File: src/rtl/mwfb_pkg.sv
// constants, byte positions and crc helper for the write-frame builder
package mwfb_pkg;

    localparam int DATA_W  = 16;
    localparam int BYTE_W  = 8;
    localparam int COUNT_W = 7;
    localparam int POS_W   = 4;
    localparam int ADDR_W  = 4;
    localparam int PDATA_W = 32;

    localparam logic [COUNT_W-1:0] MAX_REGISTERS = 7'd123;
    localparam logic [DATA_W-1:0]  CRC_INIT      = 16'hFFFF;
    localparam logic [DATA_W-1:0]  CRC_POLY      = 16'hA001;

    // register indexes on the configuration port
    localparam logic [1:0] REG_SLAVE_ADDRESS  = 2'd0;
    localparam logic [1:0] REG_FUNCTION_CODE  = 2'd1;
    localparam logic [1:0] REG_START_REGISTER = 2'd2;
    localparam logic [1:0] REG_REGISTER_COUNT = 2'd3;

    // byte positions within a frame
    localparam logic [POS_W-1:0] POS_ADDR     = 4'd0;
    localparam logic [POS_W-1:0] POS_FUNC     = 4'd1;
    localparam logic [POS_W-1:0] POS_START_HI = 4'd2;
    localparam logic [POS_W-1:0] POS_START_LO = 4'd3;
    localparam logic [POS_W-1:0] POS_COUNT_HI = 4'd4;
    localparam logic [POS_W-1:0] POS_COUNT_LO = 4'd5;
    localparam logic [POS_W-1:0] POS_BYTES    = 4'd6;
    localparam logic [POS_W-1:0] POS_VALUE_HI = 4'd7;
    localparam logic [POS_W-1:0] POS_VALUE_LO = 4'd8;
    localparam logic [POS_W-1:0] POS_CRC_LO   = 4'd9;
    localparam logic [POS_W-1:0] POS_CRC_HI   = 4'd10;

    typedef logic [BYTE_W-1:0] byte_t;
    typedef logic [DATA_W-1:0] crc_t;

    function automatic crc_t crc_byte(input crc_t crc_in, input byte_t b);
        crc_t c;
        c = crc_in ^ {8'h00, b};
        for (int k = 0; k < 8; k++) begin
            if (c[0]) begin
                c = (c >> 1) ^ CRC_POLY;
            end else begin
                c = c >> 1;
            end
        end
        return c;
    endfunction

endpackage

File: src/rtl/modbus_write_frame_builder.sv
// modbus rtu write-multiple-registers frame builder with crc-16
//
// Each accepted item is one 16-bit register value; while m_ready is high the
// block sends out the frame one byte per cycle on the m_ channel. The first
// value of a frame is preceded by seven header bytes (slave address,
// function code, start register high/low, count high/low, byte count), every
// value adds its high and low byte, and the last value of a frame is followed
// by the crc low and high byte. The bytes leave through a single byte-wide
// output register; the crc is updated over each header and value byte as it
// leaves. Only one value is held, so a new item is taken in the cycle in
// which the last byte of the current one moves into the output register.
// Registers (byte addresses): 0x0 slave address, 0x4 function code,
// 0x8 start register, 0xC register count (0 is used as 1, above 123 as 123);
// write them only while no frame is in progress.
module modbus_write_frame_builder (
    input  logic                          aclk,
    input  logic                          aresetn,
    // configuration
    input  logic                          psel,
    input  logic                          penable,
    input  logic                          pwrite,
    input  logic [mwfb_pkg::ADDR_W-1:0]   paddr,
    input  logic [mwfb_pkg::PDATA_W-1:0]  pwdata,
    output logic [mwfb_pkg::PDATA_W-1:0]  prdata,
    output logic                          pready,
    // input items
    input  logic                          s_valid,
    output logic                          s_ready,
    input  logic [mwfb_pkg::DATA_W-1:0]   s_register_value,
    // result items
    output logic                          m_valid,
    input  logic                          m_ready,
    output logic [mwfb_pkg::BYTE_W-1:0]   m_frame_byte,
    output logic                          m_end_of_run,
    output logic                          m_end_of_frame
);
    import mwfb_pkg::*;

    // configuration registers
    logic [BYTE_W-1:0]  slave_address_reg;
    logic [BYTE_W-1:0]  function_code_reg;
    logic [DATA_W-1:0]  start_register_reg;
    logic [COUNT_W-1:0] register_count_reg;
    logic               cfg_write;

    assign pready    = 1'b1;
    assign cfg_write = psel && penable && pwrite;

    always_ff @(posedge aclk) begin
        if (!aresetn) begin
            slave_address_reg  <= 8'd1;
            function_code_reg  <= 8'd16;
            start_register_reg <= '0;
            register_count_reg <= 7'd1;
        end else if (cfg_write) begin
            unique case (paddr[3:2])
                REG_SLAVE_ADDRESS:  slave_address_reg  <= pwdata[BYTE_W-1:0];
                REG_FUNCTION_CODE:  function_code_reg  <= pwdata[BYTE_W-1:0];
                REG_START_REGISTER: start_register_reg <= pwdata[DATA_W-1:0];
                REG_REGISTER_COUNT: register_count_reg <= pwdata[COUNT_W-1:0];
                default: ;
            endcase
        end
    end

    always_comb begin
        unique case (paddr[3:2])
            REG_SLAVE_ADDRESS:  prdata = {24'd0, slave_address_reg};
            REG_FUNCTION_CODE:  prdata = {24'd0, function_code_reg};
            REG_START_REGISTER: prdata = {16'd0, start_register_reg};
            REG_REGISTER_COUNT: prdata = {25'd0, register_count_reg};
            default:            prdata = '0;
        endcase
    end

    // effective count
    logic [COUNT_W-1:0] count_used;
    always_comb begin
        if (register_count_reg == '0) begin
            count_used = 7'd1;
        end else if (register_count_reg > MAX_REGISTERS) begin
            count_used = MAX_REGISTERS;
        end else begin
            count_used = register_count_reg;
        end
    end

    // current item and frame state
    logic               item_valid_reg;
    logic [DATA_W-1:0]  item_value_reg;
    logic [POS_W-1:0]   pos_reg;
    logic [POS_W-1:0]   pos_next;
    logic [COUNT_W-1:0] value_index_reg;
    logic [COUNT_W-1:0] value_index_next;
    crc_t               crc_reg;
    crc_t               crc_next;

    // output register
    logic               m_valid_reg;
    logic [BYTE_W-1:0]  m_frame_byte_reg;
    logic               m_end_of_run_reg;
    logic               m_end_of_frame_reg;

    logic               advance;
    logic               last_value;
    logic               item_done;
    logic [BYTE_W-1:0]  byte_sel;
    logic               byte_eor;
    logic               byte_eof;

    assign advance    = item_valid_reg && (!m_valid_reg || m_ready);
    assign last_value = ({1'b0, value_index_reg} + 8'd1) >= {1'b0, count_used};

    always_comb begin
        byte_eor = 1'b0;
        byte_eof = 1'b0;
        unique case (pos_reg)
            POS_ADDR:     byte_sel = slave_address_reg;
            POS_FUNC:     byte_sel = function_code_reg;
            POS_START_HI: byte_sel = start_register_reg[15:8];
            POS_START_LO: byte_sel = start_register_reg[7:0];
            POS_COUNT_HI: byte_sel = '0;
            POS_COUNT_LO: byte_sel = {1'b0, count_used};
            POS_BYTES:    byte_sel = {count_used, 1'b0};
            POS_VALUE_HI: byte_sel = item_value_reg[15:8];
            POS_VALUE_LO: begin
                byte_sel = item_value_reg[7:0];
                byte_eor = !last_value;
            end
            POS_CRC_LO:   byte_sel = crc_reg[7:0];
            POS_CRC_HI: begin
                byte_sel = crc_reg[15:8];
                byte_eor = 1'b1;
                byte_eof = 1'b1;
            end
            default:      byte_sel = '0;
        endcase
    end

    assign item_done = advance && byte_eor;
    assign s_ready   = !item_valid_reg || item_done;

    always_comb begin
        pos_next         = pos_reg;
        value_index_next = value_index_reg;
        crc_next         = crc_reg;
        if (advance) begin
            if (byte_eof) begin
                pos_next         = POS_ADDR;
                value_index_next = '0;
                crc_next         = CRC_INIT;
            end else if (pos_reg == POS_VALUE_LO) begin
                crc_next = crc_byte(crc_reg, byte_sel);
                if (last_value) begin
                    pos_next = POS_CRC_LO;
                end else begin
                    pos_next         = POS_VALUE_HI;
                    value_index_next = value_index_reg + 7'd1;
                end
            end else if (pos_reg == POS_CRC_LO) begin
                pos_next = POS_CRC_HI;
            end else begin
                crc_next = crc_byte(crc_reg, byte_sel);
                pos_next = pos_reg + 4'd1;
            end
        end
    end

    always_ff @(posedge aclk) begin
        if (!aresetn) begin
            item_valid_reg  <= 1'b0;
            pos_reg         <= POS_ADDR;
            value_index_reg <= '0;
            crc_reg         <= CRC_INIT;
            m_valid_reg     <= 1'b0;
        end else begin
            pos_reg         <= pos_next;
            value_index_reg <= value_index_next;
            crc_reg         <= crc_next;
            if (s_valid && s_ready) begin
                item_valid_reg <= 1'b1;
            end else if (item_done) begin
                item_valid_reg <= 1'b0;
            end
            if (advance) begin
                m_valid_reg <= 1'b1;
            end else if (m_ready) begin
                m_valid_reg <= 1'b0;
            end
        end
    end

    always_ff @(posedge aclk) begin
        if (s_valid && s_ready) begin
            item_value_reg <= s_register_value;
        end
        if (advance) begin
            m_frame_byte_reg   <= byte_sel;
            m_end_of_run_reg   <= byte_eor;
            m_end_of_frame_reg <= byte_eof;
        end
    end

    assign m_valid        = m_valid_reg;
    assign m_frame_byte   = m_frame_byte_reg;
    assign m_end_of_run   = m_end_of_run_reg;
    assign m_end_of_frame = m_end_of_frame_reg;

endmodule

File: config.mk
export PLATFORM = sky130hd
export DESIGN_NAME = modbus_write_frame_builder
export DESIGN_NICKNAME = d
export VERILOG_FILES = /design/src/rtl/mwfb_pkg.sv /design/src/rtl/modbus_write_frame_builder.sv
export SDC_FILE = /design/constraint.sdc
export NUM_CORES = 1
export LEC_CHECK = 0
export CORE_ASPECT_RATIO = 0.75
export CORE_MARGIN = 5
export CORE_UTILIZATION = 60
export CTS_CLUSTER_DIAMETER = 40
export DETAILED_ROUTE_END_ITERATION = 10
export DONT_BUFFER_PORTS = 1
export GPL_TIMING_DRIVEN = 0
export PLACE_DENSITY = 0.86
export REMOVE_ABC_BUFFERS = 1
export SYNTH_ARGS = -nofsm -noshare
export SYNTH_HDL_FRONTEND = slang
export SYNTH_SLANG_ARGS = --single-unit
File: constraint.sdc
create_clock -name aclk -period 4.64 [get_ports aclk]
set_clock_uncertainty 0.05 [all_clocks]
set_input_delay 0.232 -clock aclk [delete_from_list [all_inputs] [get_ports aclk]]
set_output_delay 0.232 -clock aclk [all_outputs]
set_load 0.01 [all_outputs]
# Yosys cells after proc, flatten, opt, wreduce, memory -nomap -nowiden
# Index checks and enable logic that the tools add are counted.
# word_totals
regBits	94
output_inout_bits	45
word_cells	154
in_bits	59
# classes
eq_ne	14
n_lt_le_gt_ge	2
bitwise_logic	16
muxes	84
add_sub_neg	3
n_reduce_logical	22
# op_table
operator	n
16-bit 2-to-1 mux	67
32-bit case mux with 4 select lines	1
8-bit case mux with 10 select lines	1
2-bit inverter with 3-bit output	15
7-bit 2-to-1 mux	5
4-bit 2-to-1 mux	4
16-bit by 8-bit bitwise XOR with 16-bit output	1
4-bit by 3-bit == test with 1-bit output (second input constant)	3
4-bit == test (second input constant)	3
2-bit AND reduction	5
7-bit by 1-bit adder with 8-bit output (second input constant)	1
4-bit by 2-bit == test with 1-bit output (second input constant)	2
8-bit by 7-bit >= comparator with 1-bit output	1
7-bit by 1-bit adder with 7-bit output (second input constant)	1
7-bit > comparator (second input constant)	1
7-bit zero test	1
2-bit nonzero test	3
1-bit logical AND	5
1-bit 2-to-1 mux	5
4-bit by 1-bit adder with 4-bit output (second input constant)	1
2-bit == test (second input constant)	2
4-bit by 1-bit == test with 1-bit output (second input constant)	1
4-bit zero test	1
1-bit zero test	3
other kinds (7)	8

# Longest topological paths before layout
# logic_depth
depth_word	52
depth_mapped	14
mapped_depth_nobuf	13

# Worst setup path after synthesis
# OpenSTA, ideal clock, no wires.
# synth_timing
path_kind	register to register
startpoint	reg register_count_reg[6]
endpoint	reg item_value_reg[0] (enable)
t_arrival_ps	3758
setup_ps	414
synth_period_minus_slack_ps	4222
t_required_ps	4176
slack_ps	418
stages_incl_launch_ff	15
n_path_buf	1
cell_sequence	dfxtp_1 -> and4_1 -> buf_4 -> a21oi_1 -> o31ai_1 -> ha_1 -> nand2b_1 -> a21o_1 -> a21o_1 -> a21o_1 -> a21o_1 -> a21oi_1 -> o211ai_1 -> a21o_1 -> a21boi_0
# synth_between
elab_chain_cells	9
elab_cells_between_ends	10
cone_classes	order compare (2); mux (3); reduce/logical (5)
# synth_rtl
element	line_no	text
start: declaration	modbus_write_frame_builder.sv:43	logic [COUNT_W-1:0] register_count_reg;
start signal: assignment	modbus_write_frame_builder.sv:60	REG_REGISTER_COUNT: register_count_reg <= pwdata[COUNT_W-1:0];
7-bit > comparator	modbus_write_frame_builder.sv:81	end else if (register_count_reg > MAX_REGISTERS) begin
7-bit 2-to-1 mux	modbus_write_frame_builder.sv:81	
7-bit 2-to-1 mux (*)	modbus_write_frame_builder.sv:79	if (register_count_reg == '0) begin
8-bit by 7-bit >= comparator with 1-bit output (*)	modbus_write_frame_builder.sv:112	assign last_value = ({1'b0, value_index_reg} + 8'd1) >= {1'b0, count_used};
1-bit zero test (*)	modbus_write_frame_builder.sv:128	byte_eor = !last_value;
1-bit case mux with 2 select lines (*)	modbus_write_frame_builder.sv:117	unique case (pos_reg)
1-bit logical AND (*)	modbus_write_frame_builder.sv:140	assign item_done = advance && byte_eor;
1-bit logical OR (*)	modbus_write_frame_builder.sv:141	assign s_ready = !item_valid_reg || item_done;
1-bit logical AND (*)	modbus_write_frame_builder.sv:194	if (s_valid && s_ready) begin
end signal: assignment	modbus_write_frame_builder.sv:195	item_value_reg <= s_register_value;
end: declaration	modbus_write_frame_builder.sv:90	logic [DATA_W-1:0] item_value_reg;
# Mark *: on every way between the ends. The rest lies on a longest branch, timed or not.
# A chain may end at the register's enable or synchronous reset.

# Worst setup path in the final report
# layout_timing
startpoint	reg register_count_reg[6]
endpoint	reg item_value_reg[14] (enable)
# The elaborated chain is that of the path after synthesis.

==> flow_summary.yaml <==
status:
  status: "finished, final reports clean"
sta:
  tns_ns: 0
  setup_viol: 0
  rsz0062_at_grt: "false"
  hold_viol_final: 0
  fin_hold_ws_ns: 0.0113
  fmax_ghz: 0.238
  worst_slew_pin_slew_ns: 1.14
  finalCritPeriodShare_pct: 90.4
  drv_slew: 0
  slew_headroom_pct: 24.2
  period_needed_ns: 4.20
min_path:
  min_path_type: "input pin to flip-flop"
  whs_path_depth: 2
clock_network:
  cts_num_sinks: 94
  clock_latency_ns: 0.37
  post_cts_buffers: 0
  cts-root-buf: "clkbuf_8"
  cts_tree: "done"
  htreeDepth: 3
  numCtsBuffers: 9
  ctsResizeCount: 0
  clockBufferDepth: 2
  clk_pin_slew_ns: 0.09
  holdBufCountCts: 34
die:
  dieArea_mm2: 0.0103
  num_rows: 28
  chipWidth_um: 116
  initial_core_util_pct: 62.5
  dieHeight_um: 89.2
  io_pins: 104
  coreArea_mm2: 0.00802
drt:
  route.detailed.wl_per_inst_um: 19.4
  vias: 3924
  drt_wl_total_um: 12100
  postRouteAntennaNets: 0
  firstDrtPassIters: 5
  viasPerCell: 6.28
  route.detailed.drc: 0
  first_iter_violations: 391
finish:
  final_common_cell: "nand2_1"
  final_cell_mix: "70 x nand2_1, 68 x dfxtp_1, 34 x dlygate4sd3_1"
  drive_above_1_share_pct: 7.88
  final_core_util_pct: 68.3
  antennaDiodeCount: 0
  area_growth_pct: 9.25
  fin_nets: 586
synth:
  netlist_instances: 503
  synth_cell_types: 66
  synth-async-reset-ratio_pct: 0
  synth_edf_count: 26
  yosysSeqAreaShare_pct: 42.7
  syn_area_mm2: 0.00502
  synth_warnings: 0
  synth_ff_type: "dfxtp_1"
  yosys_register_bits: 94
  synth_area_per_cell_um2: 9.97
power:
  clkPwrFrac_pct: 28.2
  switching_share_pct: 29.0
  combinationalPowerShare_pct: 21.7
  p_int_mw: 1.34
  seq_power_share_pct: 50.1
  ir_drop_uv: 275
  p_sw_mw: 0.548
  powerDensity_mw_per_mm2: 345
  p_leak_nw: 1.99
worst_setup_path:
  cp_top_family: "compound AO/OA/AOI/OAI gates"
  cp_cell_sequence: "and4_1, a21oi_1, o31ai_1, ha_1, nand2b_1, a21o_1, a21o_1, a21o_1, a21o_1, a21oi_1, o211ai_1, a21o_1, a21boi_2"
  worstSetupPathType: "flip-flop to flip-flop"
  path_buf_inv: 0
  critPathRequiredTime_ns: 4.59
  start_kind: "flip-flop"
  crit_fanout: 16
  critPathSlowestCell: "a21boi_2"
  reg2reg_depth: 13
  path_common_cell: "a21o_1"
  end_kind: "flip-flop"
  worstSetupPathDepth: 13
  arrival_ns: 4.14
  crit_path_max_incr_delay_ns: 0.76
global_routing:
  antenna_found_initial: 0
  grt_pass1_wl_um: 19200
  grt_max_degree: 60
  track_usage_pct: 24.1
  globalRouteOverflowTotal: 0
  grt_pass1_vias: 3824
run:
  maxCapViolCount: 0
place:
  dpl.hpwl_um: 7750
  portBuffers: 0
  gp_congestion: 0.806
## cells in the mapped netlist (2+ instances only)
master    instances  area, um2
o22a_1            2       17.5
a21o_1            5       37.5
nor2b_1          24        150
xnor2_1           5       43.8
o22ai_1          14       87.6
a21boi_0         19        143
buf_6             2       22.5
nand2_1          70        263
and2_1           14       87.6
inv_1            13       48.8
buf_2            11       55.1
a22oi_1          16        120
o21ai_2           2       17.5
o21ai_0          11       55.1
mux2_2            2       22.5
nor2_1            9       33.8
a211oi_1          3       22.5
buf_4            20        150
xor2_1           14        123
nand4b_1          2       17.5
dfxtp_1          68       1360
o21ai_1           2       10.0
a22o_1            5       43.8
a221oi_1          4       35.0
a21oi_1          10       50.1
buf_1             3       11.3
conb_1            2       7.51
clkbuf_1         13       48.8
a211o_1           2       17.5
nand3b_1          2       15.0
edfxtp_1         26        781
ha_1             12        150
a222oi_1          7       70.1
xor2_2            2       32.5
nand4_1           4       25.0
or2_2             3       18.8
nand3_1           6       30.0
mux2i_1          26        260
a31oi_1           2       12.5
nand2b_1          6       37.5
nor3b_1           2       15.0
nor3_1            5       25.0
mux4_2            7        158
a311o_1           3       30.0
a32o_1            2       20.0
## kinds of logic (layout without fill, tap and decap cells)
logic type,after synthesis,in the layout,synth area share [%]
simple gates,150,150,14.8
compound gates,121,121,18.0
flops,94,94,42.7
buf+inv,64,66,7.08
mux,36,36,9.00
xor+xnor,24,24,5.29
fa+ha+maj,12,12,2.99
other cells,2,17,0.150
## worst paths after layout
| kind | start | slack, ns | endpoint |
|---|---|---|---|
| setup / recovery | register_count_reg[6]$_SDFFE_PN0P_ | 0.44 | item_value_reg[14]$_DFFE_PP_ |
| hold / removal | pwdata[2] | 0.01 | function_code_reg[2]$_SDFFE_PN0P_ |
| setup reg to reg | register_count_reg[6]$_SDFFE_PN0P_ | 0.44 | item_value_reg[14]$_DFFE_PP_ |
| hold reg to reg | start_register_reg[14]$_SDFFE_PN0P_ | 0.44 | start_register_reg[14]$_SDFFE_PN0P_ |
## metrics by stage
stage	setup WS, ns	instances	area [um2]	total power [mW]
final	0.444	625	5480	1.89
after global routing	0.222	625	5480	1.97
after CTS	0.480	624	5470	1.89
after detailed placement	0.517	574	4930	1.33
after global placement	-0.588	573	4900	1.32
after floorplan	0.440	468	4770	1.26
## layer usage
layer  up-vias  track usage [%]  share of wire (%)  wire length (um)
li1       1809                -                  -                 -
met1      1880             31.1                 41              4970
met2       213             39.5                 48              5790
met3        22             6.43                9.2              1120
met4         0             8.64                2.1               251
met5         -                0                  0                 0
## cell type report
type,count,area [um2]
clock inverter,3,23.8
inverter,14,52.6
clock buffer,13,170
multi-input combinational,360,2590
timing repair buffer,36,372
fill,559,2540
tap,105,131
sequential,94,2140
## power groups by stage
stage | Sequential, mW | Clock (mW) | Combinational [mW]
4_1_cts | 0.946 | 0.541 | 0.403
6_report | 0.947 | 0.533 | 0.411
3_3_place_gp | 0.962 | 0 | 0.356
2_1_floorplan | 0.954 | 0 | 0.304
3_5_place_dp | 0.965 | 0 | 0.366
5_1_grt | 0.954 | 0.574 | 0.444
(Power assumes the default switching activity.)
